$ cat src/hdl/svcq_pkg.sv
package svcq_pkg;

  typedef enum logic [1:0] {
    OP_ENQ   = 2'd0,
    OP_SERVE = 2'd1,
    OP_UNDO  = 2'd2,
    OP_NOP   = 2'd3
  } op_t;

  typedef enum logic [2:0] {
    ST_OK          = 3'd0,
    ST_QUEUE_EMPTY = 3'd1,
    ST_HIST_EMPTY  = 3'd2,
    ST_QUEUE_FULL  = 3'd3,
    ST_HIST_FULL   = 3'd4
  } st_t;

  typedef enum logic [1:0] {
    ACT_NONE  = 2'd0,
    ACT_ENQ   = 2'd1,
    ACT_SERVE = 2'd2,
    ACT_UNDO  = 2'd3
  } act_t;

  localparam int CID_W  = 16;
  localparam int KIND_W = 2;
  localparam int TS_W   = 32;
  localparam int CNT_W  = 5;

  typedef struct packed {
    logic [KIND_W-1:0] kind;
    logic [CID_W-1:0]  cid;
  } wentry_t;

  typedef struct packed {
    logic [TS_W-1:0] ts;
    wentry_t         e;
  } hentry_t;

  typedef struct packed {
    st_t               status;
    logic [CID_W-1:0]  cid;
    logic [KIND_W-1:0] kind;
    logic [TS_W-1:0]   ts;
    logic [CNT_W-1:0]  qcnt;
    logic [CNT_W-1:0]  hcnt;
  } result_t;

endpackage

$ cat src/hdl/service_queue_with_undo_history.sv
// Service queue with undo history. Each request (tuser opcode: enqueue, serve,
// undo) returns exactly one result carrying the status, the entry served or
// undone, and both occupancies after the operation. One request is taken per
// cycle while results are taken; a result passes the stage-one registers and
// then the output buffer. Pointer and count updates are decided at acceptance,
// entry memories are read then and written in the next cycle with a one-deep
// bypass, and a two-entry output buffer keeps the input side running while a
// result waits to be taken. Entry memories need no clearing after reset.
module service_queue_with_undo_history
  import svcq_pkg::*;
#(
  parameter int QUEUE_DEPTH   = 16,
  parameter int HISTORY_DEPTH = 16
) (
  input  logic        clk,
  input  logic        rst_n,
  input  logic        in_tvalid,
  output logic        in_tready,
  input  logic [55:0] in_tdata,   // customer_id, service_kind, timestamp, pad
  input  logic [1:0]  in_tuser,   // opcode
  output logic        out_tvalid,
  input  logic        out_tready,
  output logic [63:0] out_tdata,  // customer_id, service_kind, timestamp,
                                  // queue_count, history_count, pad
  output logic [2:0]  out_tuser   // status
);

  localparam int QAW = $clog2(QUEUE_DEPTH);
  localparam int QCW = $clog2(QUEUE_DEPTH + 1);
  localparam int HAW = $clog2(HISTORY_DEPTH);
  localparam int HCW = $clog2(HISTORY_DEPTH + 1);

  op_t               in_op;
  logic [CID_W-1:0]  in_cid;
  logic [KIND_W-1:0] in_kind;
  logic [TS_W-1:0]   in_ts;
  logic              in_acc;

  assign in_op   = op_t'(in_tuser);
  assign in_cid  = in_tdata[15:0];
  assign in_kind = in_tdata[17:16];
  assign in_ts   = in_tdata[49:18];

  logic [QAW-1:0] head_r, head_nxt, tail_r, tail_nxt, head_inc, tail_inc;
  logic [QCW-1:0] qcnt_r, qcnt_nxt;
  logic [HCW-1:0] htop_r, htop_nxt;
  logic [HAW-1:0] hrd_addr;
  logic           q_full, q_empty, h_full, h_empty;
  act_t           dec_act;
  st_t            dec_st;

  logic              s1_v_r;
  act_t              s1_act_r;
  st_t               s1_st_r;
  logic [QAW-1:0]    s1_qaddr_r;
  logic [HAW-1:0]    s1_haddr_r;
  logic [CID_W-1:0]  s1_cid_r;
  logic [KIND_W-1:0] s1_kind_r;
  logic [TS_W-1:0]   s1_ts_r;
  logic [QCW-1:0]    s1_qcnt_r;
  logic [HCW-1:0]    s1_hcnt_r;
  wentry_t           wrd_r;
  hentry_t           hrd_r;

  wentry_t wmem [QUEUE_DEPTH];
  hentry_t hmem [HISTORY_DEPTH];

  logic    w_we, h_we;
  wentry_t w_wdata;
  hentry_t h_wdata;

  result_t        s1_res;
  result_t        ob_data;
  logic [1:0]     ob_level;
  logic           out_pop;
  logic [QCW+4:0] qc_wide;
  logic [HCW+4:0] hc_wide;

  assign q_full   = (qcnt_r == QCW'(QUEUE_DEPTH));
  assign q_empty  = (qcnt_r == '0);
  assign h_full   = (htop_r == HCW'(HISTORY_DEPTH));
  assign h_empty  = (htop_r == '0);
  assign head_inc = (head_r == QAW'(QUEUE_DEPTH - 1)) ? '0 : head_r + 1'b1;
  assign tail_inc = (tail_r == QAW'(QUEUE_DEPTH - 1)) ? '0 : tail_r + 1'b1;
  assign hrd_addr = HAW'(htop_r - 1'b1);

  always_comb begin
    dec_act = ACT_NONE;
    dec_st  = ST_OK;
    case (in_op)
      OP_ENQ: begin
        if (q_full) begin
          dec_st = ST_QUEUE_FULL;
        end else begin
          dec_act = ACT_ENQ;
        end
      end
      OP_SERVE: begin
        if (q_empty) begin
          dec_st = ST_QUEUE_EMPTY;
        end else if (h_full) begin
          dec_st = ST_HIST_FULL;
        end else begin
          dec_act = ACT_SERVE;
        end
      end
      OP_UNDO: begin
        if (h_empty) begin
          dec_st = ST_HIST_EMPTY;
        end else if (q_full) begin
          dec_st = ST_QUEUE_FULL;
        end else begin
          dec_act = ACT_UNDO;
        end
      end
      default: begin
      end
    endcase
  end

  always_comb begin
    head_nxt = head_r;
    tail_nxt = tail_r;
    qcnt_nxt = qcnt_r;
    htop_nxt = htop_r;
    if (in_acc) begin
      case (dec_act)
        ACT_ENQ: begin
          tail_nxt = tail_inc;
          qcnt_nxt = qcnt_r + 1'b1;
        end
        ACT_SERVE: begin
          head_nxt = head_inc;
          qcnt_nxt = qcnt_r - 1'b1;
          htop_nxt = htop_r + 1'b1;
        end
        ACT_UNDO: begin
          tail_nxt = tail_inc;
          qcnt_nxt = qcnt_r + 1'b1;
          htop_nxt = htop_r - 1'b1;
        end
        default: begin
        end
      endcase
    end
  end

  always_ff @(posedge clk) begin
    if (!rst_n) begin
      head_r <= '0;
      tail_r <= '0;
      qcnt_r <= '0;
      htop_r <= '0;
      s1_v_r <= 1'b0;
    end else begin
      head_r <= head_nxt;
      tail_r <= tail_nxt;
      qcnt_r <= qcnt_nxt;
      htop_r <= htop_nxt;
      s1_v_r <= in_acc;
    end
  end

  always_ff @(posedge clk) begin
    if (in_acc) begin
      s1_act_r   <= dec_act;
      s1_st_r    <= dec_st;
      s1_qaddr_r <= tail_r;
      s1_haddr_r <= htop_r[HAW-1:0];
      s1_cid_r   <= in_cid;
      s1_kind_r  <= in_kind;
      s1_ts_r    <= in_ts;
      s1_qcnt_r  <= qcnt_nxt;
      s1_hcnt_r  <= htop_nxt;
    end
  end

  // writes land in the cycle after the request; bypass covers the next read
  assign w_we    = s1_v_r && (s1_act_r == ACT_ENQ || s1_act_r == ACT_UNDO);
  assign w_wdata = (s1_act_r == ACT_ENQ) ? wentry_t'{kind: s1_kind_r, cid: s1_cid_r}
                                         : hrd_r.e;
  assign h_we    = s1_v_r && (s1_act_r == ACT_SERVE);
  assign h_wdata = hentry_t'{ts: s1_ts_r, e: wrd_r};

  always_ff @(posedge clk) begin
    if (w_we) begin
      wmem[s1_qaddr_r] <= w_wdata;
    end
  end

  always_ff @(posedge clk) begin
    if (in_acc) begin
      if (w_we && (s1_qaddr_r == head_r)) begin
        wrd_r <= w_wdata;
      end else begin
        wrd_r <= wmem[head_r];
      end
    end
  end

  always_ff @(posedge clk) begin
    if (h_we) begin
      hmem[s1_haddr_r] <= h_wdata;
    end
  end

  always_ff @(posedge clk) begin
    if (in_acc) begin
      if (h_we && (s1_haddr_r == hrd_addr)) begin
        hrd_r <= h_wdata;
      end else begin
        hrd_r <= hmem[hrd_addr];
      end
    end
  end

  assign qc_wide = {5'd0, s1_qcnt_r};
  assign hc_wide = {5'd0, s1_hcnt_r};

  always_comb begin
    s1_res.status = s1_st_r;
    s1_res.cid    = '0;
    s1_res.kind   = '0;
    s1_res.ts     = '0;
    s1_res.qcnt   = qc_wide[4:0];
    s1_res.hcnt   = hc_wide[4:0];
    case (s1_act_r)
      ACT_SERVE: begin
        s1_res.cid  = wrd_r.cid;
        s1_res.kind = wrd_r.kind;
        s1_res.ts   = s1_ts_r;
      end
      ACT_UNDO: begin
        s1_res.cid  = hrd_r.e.cid;
        s1_res.kind = hrd_r.e.kind;
        s1_res.ts   = hrd_r.ts;
      end
      default: begin
      end
    endcase
  end

  svcq_out_buf u_out_buf (
    .clk       (clk),
    .rst_n     (rst_n),
    .push      (s1_v_r),
    .push_data (s1_res),
    .out_valid (out_tvalid),
    .out_ready (out_tready),
    .out_data  (ob_data),
    .level     (ob_level)
  );

  assign out_pop   = out_tvalid & out_tready;
  // room for the request in flight plus this one
  assign in_tready = ({1'b0, ob_level} + {2'b00, s1_v_r}) <= ({2'b00, out_pop} + 3'd1);
  assign in_acc    = in_tvalid & in_tready;

  assign out_tuser = ob_data.status;
  assign out_tdata = {4'd0, ob_data.hcnt, ob_data.qcnt, ob_data.ts, ob_data.kind,
                      ob_data.cid};

`ifndef ASSERT_OFF
  a_qcnt_bound: assert property (@(posedge clk) disable iff (!rst_n)
    qcnt_r <= QCW'(QUEUE_DEPTH))
    else $error("queue occupancy above depth");

  a_htop_bound: assert property (@(posedge clk) disable iff (!rst_n)
    htop_r <= HCW'(HISTORY_DEPTH))
    else $error("history occupancy above depth");

  a_serve_moves: assert property (@(posedge clk) disable iff (!rst_n)
    (in_acc && dec_act == ACT_SERVE) |=>
      (qcnt_r == $past(qcnt_r) - 1'b1) && (htop_r == $past(htop_r) + 1'b1))
    else $error("serve did not move one entry into history");

  a_buf_room: assert property (@(posedge clk) disable iff (!rst_n)
    s1_v_r |-> (ob_level != 2'd2) || out_pop)
    else $error("result pushed into full output buffer");
`endif

endmodule

$ cat src/hdl/svcq_out_buf.sv
module svcq_out_buf
  import svcq_pkg::*;
(
  input  logic       clk,
  input  logic       rst_n,
  input  logic       push,
  input  result_t    push_data,
  output logic       out_valid,
  input  logic       out_ready,
  output result_t    out_data,
  output logic [1:0] level
);

  logic [1:0] lvl_r, lvl_nxt;
  result_t    e0_r, e0_nxt, e1_r, e1_nxt;
  logic       pop;

  assign out_valid = (lvl_r != 2'd0);
  assign out_data  = e0_r;
  assign level     = lvl_r;
  assign pop       = out_valid & out_ready;

  always_comb begin
    lvl_nxt = lvl_r;
    e0_nxt  = e0_r;
    e1_nxt  = e1_r;
    case ({push, pop})
      2'b10: begin
        if (lvl_r == 2'd0) begin
          e0_nxt = push_data;
        end else begin
          e1_nxt = push_data;
        end
        lvl_nxt = lvl_r + 2'd1;
      end
      2'b01: begin
        e0_nxt  = e1_r;
        lvl_nxt = lvl_r - 2'd1;
      end
      2'b11: begin
        if (lvl_r == 2'd1) begin
          e0_nxt = push_data;
        end else begin
          e0_nxt = e1_r;
          e1_nxt = push_data;
        end
      end
      default: begin
      end
    endcase
  end

  always_ff @(posedge clk) begin
    if (!rst_n) begin
      lvl_r <= 2'd0;
    end else begin
      lvl_r <= lvl_nxt;
    end
  end

  always_ff @(posedge clk) begin
    e0_r <= e0_nxt;
    e1_r <= e1_nxt;
  end

endmodule

$ cat config.mk
export PLATFORM = sky130hd
export DESIGN_NAME = service_queue_with_undo_history
export DESIGN_NICKNAME = d
export VERILOG_FILES = /design/src/hdl/svcq_pkg.sv /design/src/hdl/service_queue_with_undo_history.sv /design/src/hdl/svcq_out_buf.sv
export SDC_FILE = /design/constraint.sdc
export NUM_CORES = 1
export LEC_CHECK = 0
export CORE_MARGIN = 2
export CORE_UTILIZATION = 62
export CTS_CLUSTER_DIAMETER = 50
export DETAILED_ROUTE_END_ITERATION = 6
export DONT_BUFFER_PORTS = 1
export PLACE_DENSITY = 0.78
export SLEW_MARGIN = 20
export SYNTH_ARGS = -nofsm -noshare
export SYNTH_HDL_FRONTEND = slang
export SYNTH_HIERARCHICAL = 1
export SYNTH_SLANG_ARGS = --single-unit
$ cat constraint.sdc
create_clock -name clk -period 7.63 [get_ports clk]
set_clock_uncertainty 0.05 [all_clocks]
set_input_delay 0.763 -clock clk [delete_from_list [all_inputs] [get_ports clk]]
set_output_delay 0.763 -clock clk [all_outputs]
set_load 0.02 [all_outputs]
# Word level (Yosys, flattened, before mapping)
# Memories as Yosys holds them, arrays and structs flattened. A register that Yosys moved wholly into a read port is not among the register bits.
# Index checks and enable logic that the tools add are counted.
word_totals:
  regBits: 220
  latchBits: 0
  ramBits: 1088
  rom_bits: 0
  in_bits: 62
  output_inout_bits: 69
  memories: 2
op_classes:
  add_sub_neg: 10
  mul: 0
  n_div: 0
  order_cmp: 1
  n_eq_ne: 19
  shifts: 0
  muxes: 30
  n_bitwise: 2
  n_reduce_logical: 16
mem_list:
  columns: ["memory", "words", "word_bits", "read_ports", "rd_clocked_by_memory_dff", "wr", "line_no", "text"]
  rows:
  - ["hmem", 16, 50, 1, 1, 1, "service_queue_with_undo_history.sv:66", "hentry_t hmem [HISTORY_DEPTH];"]
  - ["wmem", 16, 18, 1, 1, 1, "service_queue_with_undo_history.sv:65", "wentry_t wmem [QUEUE_DEPTH];"]
ops:
  columns: ["cell", "count"]
  rows:
  - ["63-bit 2-to-1 mux", 4]
  - ["63-bit one-hot mux with 3 select lines", 1]
  - ["63-bit one-hot mux with 2 select lines", 1]
  - ["50-bit one-hot mux with 2 select lines", 1]
  - ["5-bit one-hot mux with 2 select lines", 2]
  - ["18-bit 2-to-1 mux", 1]
  - ["2-bit == test (second input constant)", 7]
  - ["2-bit 2-to-1 mux", 6]
  - ["5-bit by 1-bit adder with 5-bit output (second input constant)", 2]
  - ["2-bit by 1-bit == test with 1-bit output (second input constant)", 5]
  - ["5-bit == test (second input constant)", 2]
  - ["5-bit logical NOT", 2]
  - ["5-bit 2-to-1 mux", 2]
  - ["5-bit by 1-bit subtractor with 5-bit output (second input constant)", 2]
  - ["3-bit one-hot mux with 3 select lines", 1]
  - ["4-bit by 1-bit adder with 4-bit output (second input constant)", 2]
  - ["4-bit == test (second input constant)", 2]
  - ["4-bit 2-to-1 mux", 2]
  - ["3-bit 2-to-1 mux", 2]
  - ["2-bit one-hot mux with 3 select lines", 1]
  - ["2-bit AND reduction", 3]
  - ["2-bit nonzero test", 3]
  - ["1-bit 2-to-1 mux", 5]
  - ["2-bit logical NOT", 2]
  - ["other kinds (14)", 17]

# Logic depth before layout (Yosys ltp)
depth:
  depth_word: 8
  ltp_mapped: 13

# Hierarchy
# Netlist, hierarchy kept.
by_module_without_submodules:
  columns: ["module", "instances", "cells_per_inst", "area_each_um2"]
  rows:
  - ["service_queue_with_undo_history", 1, 2349, 48936.9]
  - ["svcq_out_buf", 1, 433, 5916.9]

# Worst setup path after synthesis
# Ideal clock, no wire load.
synth_path:
  path_kind: "register to register"
  from: "register u_out_buf.lvl_r[0] (netlist: u_out_buf/level[0])"
  to: "register u_out_buf.e0_r, in the netlist u_out_buf/out_data[0], enable pin"
  setup_time_ns: 0.571
  arrival_time_ns: 5.182
  required_ns: 7.009
  setup_slack_ns: 1.828
  path_stages_with_launch: 5
  n_path_buf: 0
  period_less_slack_ns: 5.802
  path_cell_list: "dfxtp_1 inv_1 ha_1 inv_1 o21ai_0"
synth_via:
  elab_chain_len: 5
synth_lines:
  columns: ["item", "line_no", "text"]
  rows:
  - ["start: declaration", "svcq_out_buf.sv:14", "logic [1:0] lvl_r, lvl_nxt;"]
  - ["start signal: assignment", "svcq_out_buf.sv:57", "lvl_r <= lvl_nxt;"]
  - ["2-bit nonzero test (*)", "svcq_out_buf.sv:18", "assign out_valid = (lvl_r != 2'd0);"]
  - ["via out_tvalid", "service_queue_with_undo_history.sv:21", "output logic out_tvalid,"]
  - ["1-bit AND (*)", "svcq_out_buf.sv:21", "assign pop = out_valid & out_ready;"]
  - ["2-bit == test / 2-bit by 1-bit == test with 1-bit output (equally long branches)", "svcq_out_buf.sv:27", "case ({push, pop})"]
  - ["2-bit by 1-bit inequality test with 1-bit output (no line) / 3-bit nonzero test (equally long branches)", null, null]
  - ["2-bit AND reduction (no line) (*)", null, null]
  - ["end signal: assignment", "svcq_out_buf.sv:62", "e0_r <= e0_nxt;"]
  - ["end: declaration", "svcq_out_buf.sv:15", "result_t e0_r, e0_nxt, e1_r, e1_nxt;"]
# The timed path passes the listed nets; every way through them passes the cells marked *.
# A chain may end at the register's enable or synchronous reset.

# Final worst setup path
layout_path:
  from: "register htop_r[0]"
  to: "register hrd_r[42] (netlist name)"
layout_via:
  elab_chain_len: 1
layout_lines:
  columns: ["item", "line_no", "text"]
  rows:
  - ["start: declaration", "service_queue_with_undo_history.sv:46", "logic [HCW-1:0] htop_r, htop_nxt;"]
  - ["start signal: assignment", "service_queue_with_undo_history.sv:159", "htop_r <= htop_nxt;"]
  - ["5-bit by 1-bit subtractor with 5-bit output", null, null]
# Every way passes these cells.

==> results.cfg <==
[setup_path]
critPathMaxStageDelay_ns = 0.97
crit_chain = inv_1 -> ha_4 -> buf_4 -> mux4_2 -> mux2_2 -> o21ai_0 -> o21ai_0
startpoint = htop_r[0]
r2r-end = hrd_r[42]
rr_worst_depth = 7
slowest_stage = ha_4
cp.required_ns = 8.07
setup.worst_path.end = hrd_r[42]
path_delay_family = buffers and inverters
crit_arrival_ns = 5.09
start_kind = flip-flop
cp_num_buf_inv = 2
path_max_fanout = 71
cp.depth = 7
worstSetupPathType = reg2reg
reg2reg_from = htop_r[0]
r2r_setup_slack_ns = 2.98
cp_common_cell = o21ai_0
cp-end-kind = flip-flop

[synth]
synth_top_family_by_area = multiplexers
synth_cell_types = 74
netlist_area_um2 = 54850
async_flop_share = 0
synth_edf_count = 1355
synth-xor-area-share = 0.003193
ys_ff_latch = 1376
ys_seq_area_frac = 0.7494
synth_compound_area_frac = 0.02824
synth_mux_area_frac = 0.1657
synthCells = 2782
synth_flop_cell = edfxtp_1
synth_adder_area_share = 0.004836
yosys.area_share.simple = 0.03351
syn_avg_cell_area_um2 = 19.72
synth.yosys.warnings = 6

[flow_run]
drv_cap = 0

[power]
p_per_area_nw_per_um2 = 420.5
cellLeakagePower_nw = 19.41
irDropWorstVdd_mv = 0.4218

[final_layout]
nNetsFinal = 2914
syn2layout_area_growth_pct = 10.98
n_fill_cell = 5150
drive_above_1_share = 0.2495

[global_routing]
grt_pass1_wl_um = 182100
grt_overflow = 0
track_usage = 0.2791
antenna_found_initial = 7
grt_max_degree = 102
grt_pass1_vias = 28140

[timing]
report.final.hold_viol_count = 0
setup_slack_ns = 2.978
rsz0062_at_grt = false
fmax_mhz = 214.9
finalSetupTns_ns = 0
finalCritPeriodShare = 0.6098
finalSetupViolCount = 0
slew_viol_final = 0
relSlewSlack = 0.2393
worst_pin_slew_ns = 1.141
period_needed_ns = 4.652

[clock_tree]
clkTransAtPathRegs_ns = 0.07
ctsHoldBuffers = 0
cts_max_level = 4
clock_latency_ns = 0.76
cts_buffers = 141
root_buffer = clkbuf_16
postCtsSetupBuffers = 0
cts_sinks = 1376
clk_path_buf_depth = 3
cts_tree = yes
post_cts_resized = 0

[drt]
routed_wl_um = 123700
route.detailed.drc = 0
vias = 27390
drt_iter0_drc = 3156
postRouteAntennaNets = 0
viasPerCell = 6.660
wire_per_inst_um = 30.07
dr.pass1.iters = 6

[placement]
dp_hpwl_um = 63330
place_ws_ns = 2.973
portBuffers = 0
routabilityCongestion = 0.7892

[floorplan]
std_cell_rows = 109
dieArea_um2 = 90870
initial_utilization = 0.6236
dieWidth_um = 301.4
die_h_um = 301.4
num_io_pins = 131
coreArea_um2 = 87970

[run_status]
outcome = complete, no violations

[worst_hold_path]
hold_class = in2reg
## Yosys cell counts, types with 2 or more instances
library cell | n | area share
nor2_1 | 54 | 0.0037
buf_1 | 24 | 0.0016
xor2_1 | 8 | 0.0013
buf_12 | 2 | 0.00073
mux2_2 | 111 | 0.023
inv_1 | 14 | 0.00096
nor3_2 | 2 | 0.00036
buf_2 | 68 | 0.0062
mux4_2 | 272 | 0.11
nand2_1 | 246 | 0.017
nor2_2 | 2 | 0.00023
o211a_1 | 2 | 0.00036
ha_1 | 18 | 0.0041
or3_1 | 2 | 0.00023
nand4_1 | 2 | 0.00023
nand2b_1 | 8 | 0.00091
o31ai_1 | 2 | 0.00027
fa_1 | 2 | 0.00073
xnor2_1 | 12 | 0.0019
nor2b_1 | 54 | 0.0062
dfxtp_1 | 21 | 0.0077
nor3_1 | 8 | 0.00073
a221oi_1 | 18 | 0.0029
a22oi_1 | 65 | 0.0089
or3b_2 | 2 | 0.00032
nand3b_1 | 2 | 0.00027
mux2i_1 | 138 | 0.025
clkbuf_1 | 53 | 0.0036
buf_4 | 11 | 0.0015
nand3_1 | 11 | 0.0010
edfxtp_1 | 1355 | 0.74
and2_1 | 7 | 0.00080
o311a_1 | 2 | 0.00036
mux2_4 | 22 | 0.0060
a211oi_1 | 4 | 0.00055
a21oi_1 | 14 | 0.0013
o21ai_0 | 107 | 0.0098
## layout make-up
type,instances,area (um2),area share
well taps,1165,1458,0.02394
clock buffers,161,3603,0.05919
inverters,16,67.56,0.001110
flip-flops and latches,1376,41120,0.6754
diodes,1,2.502,0.00004111
repair buffers,63,516.7,0.008488
clock inverters,96,964.7,0.01585
multi-input cells,1234,13150,0.2159
## worst register-to-register path, cell delays in order, from the launching register on
cell     delay (ns)
dfxtp_4        0.90
inv_1          0.23
ha_4           0.97
buf_4          1.10
mux4_2         0.45
mux2_2         0.29
o21ai_0        0.28
o21ai_0        0.12
## worst min-delay path by stage
stage	end	slack [ns]	start	depth (start not counted)
CTS	s1_ts_r[26]	0.0005	in_tdata[44]	0
global route	s1_ts_r[26]	0.02	in_tdata[44]	0
detailed placement	u_out_buf/e1_r[60]	0.41	s1_st_r[0]	0
global placement	u_out_buf/e1_r[60]	0.41	s1_st_r[0]	0
floorplan	s1_haddr_r[3]	0.36	htop_r[3]	0
finish	s1_ts_r[28]	0.04	in_tdata[46]	0
## kinds of logic (layout without fill, tap and decap cells)
| family | count (synthesis) | in the layout |
|---|---|---|
| multiplexers | 543 | 543 |
| AND/OR/NAND/NOR | 410 | 410 |
| AO/OA/AOI/OAI | 237 | 237 |
| adder cells (fa/ha/maj) | 20 | 20 |
| other | 1 | 5 |
| XOR/XNOR | 20 | 20 |
| flip-flops | 1376 | 1376 |
| buffers and inverters | 175 | 336 |
## through the flow
step	hold slack [ns]	utilization	instance area (um2)	total power [W]	cells
after global routing	0.01726	0.6921	60880	0.02664	4112
after global placement	0.4104	0.6396	56260	0.01855	3852
after CTS	0.0005405	0.6917	60840	0.02568	4110
after floorplan	0.3595	-	54870	0.01663	2785
after detailed placement	0.4146	0.6397	56280	0.01892	3853
final	0.04443	0.6921	60880	0.02560	4112
## report_power, final
| group | internal [W] | switching (W) | total, W |
|---|---|---|---|
| clock | 0.00377 | 0.00296 | 0.00673 |
| sequential | 0.0108 | 0.00141 | 0.0122 |
| combinational | 0.00268 | 0.00399 | 0.00667 |
## metal layers
layer,up-vias,share of wire,GRT usage
met3,274,0.097,0.05799
met4,2,0.040,0.1208
li1,11340,-,-
met2,1542,0.50,0.4545
met1,14220,0.36,0.3708
met5,-,0.00011,0
## layout by cell type (no fill, tap or decap), drive strengths merged, types with 63 or more instances in the layout
cell and count:
buf 63, mux2i 138, a22oi 65, clkinv 70
clkbuf 161, mux2 133, mux4 272, nand2 246
o21ai 109, edfxtp 1355
## registers in the layout, indices dropped and copies added (netlist names), 5 cells and up
register	flops
hmem	800
wmem	288
u_out_buf/e1_r	63
u_out_buf/out_data	63
hrd_r	50
s1_ts_r	32
h_wdata	18
s1_cid_r	16
htop_r	5
qcnt_r	5
s1_hcnt_r	5
s1_qcnt_r	5
Power figures use the tool's default switching activity.
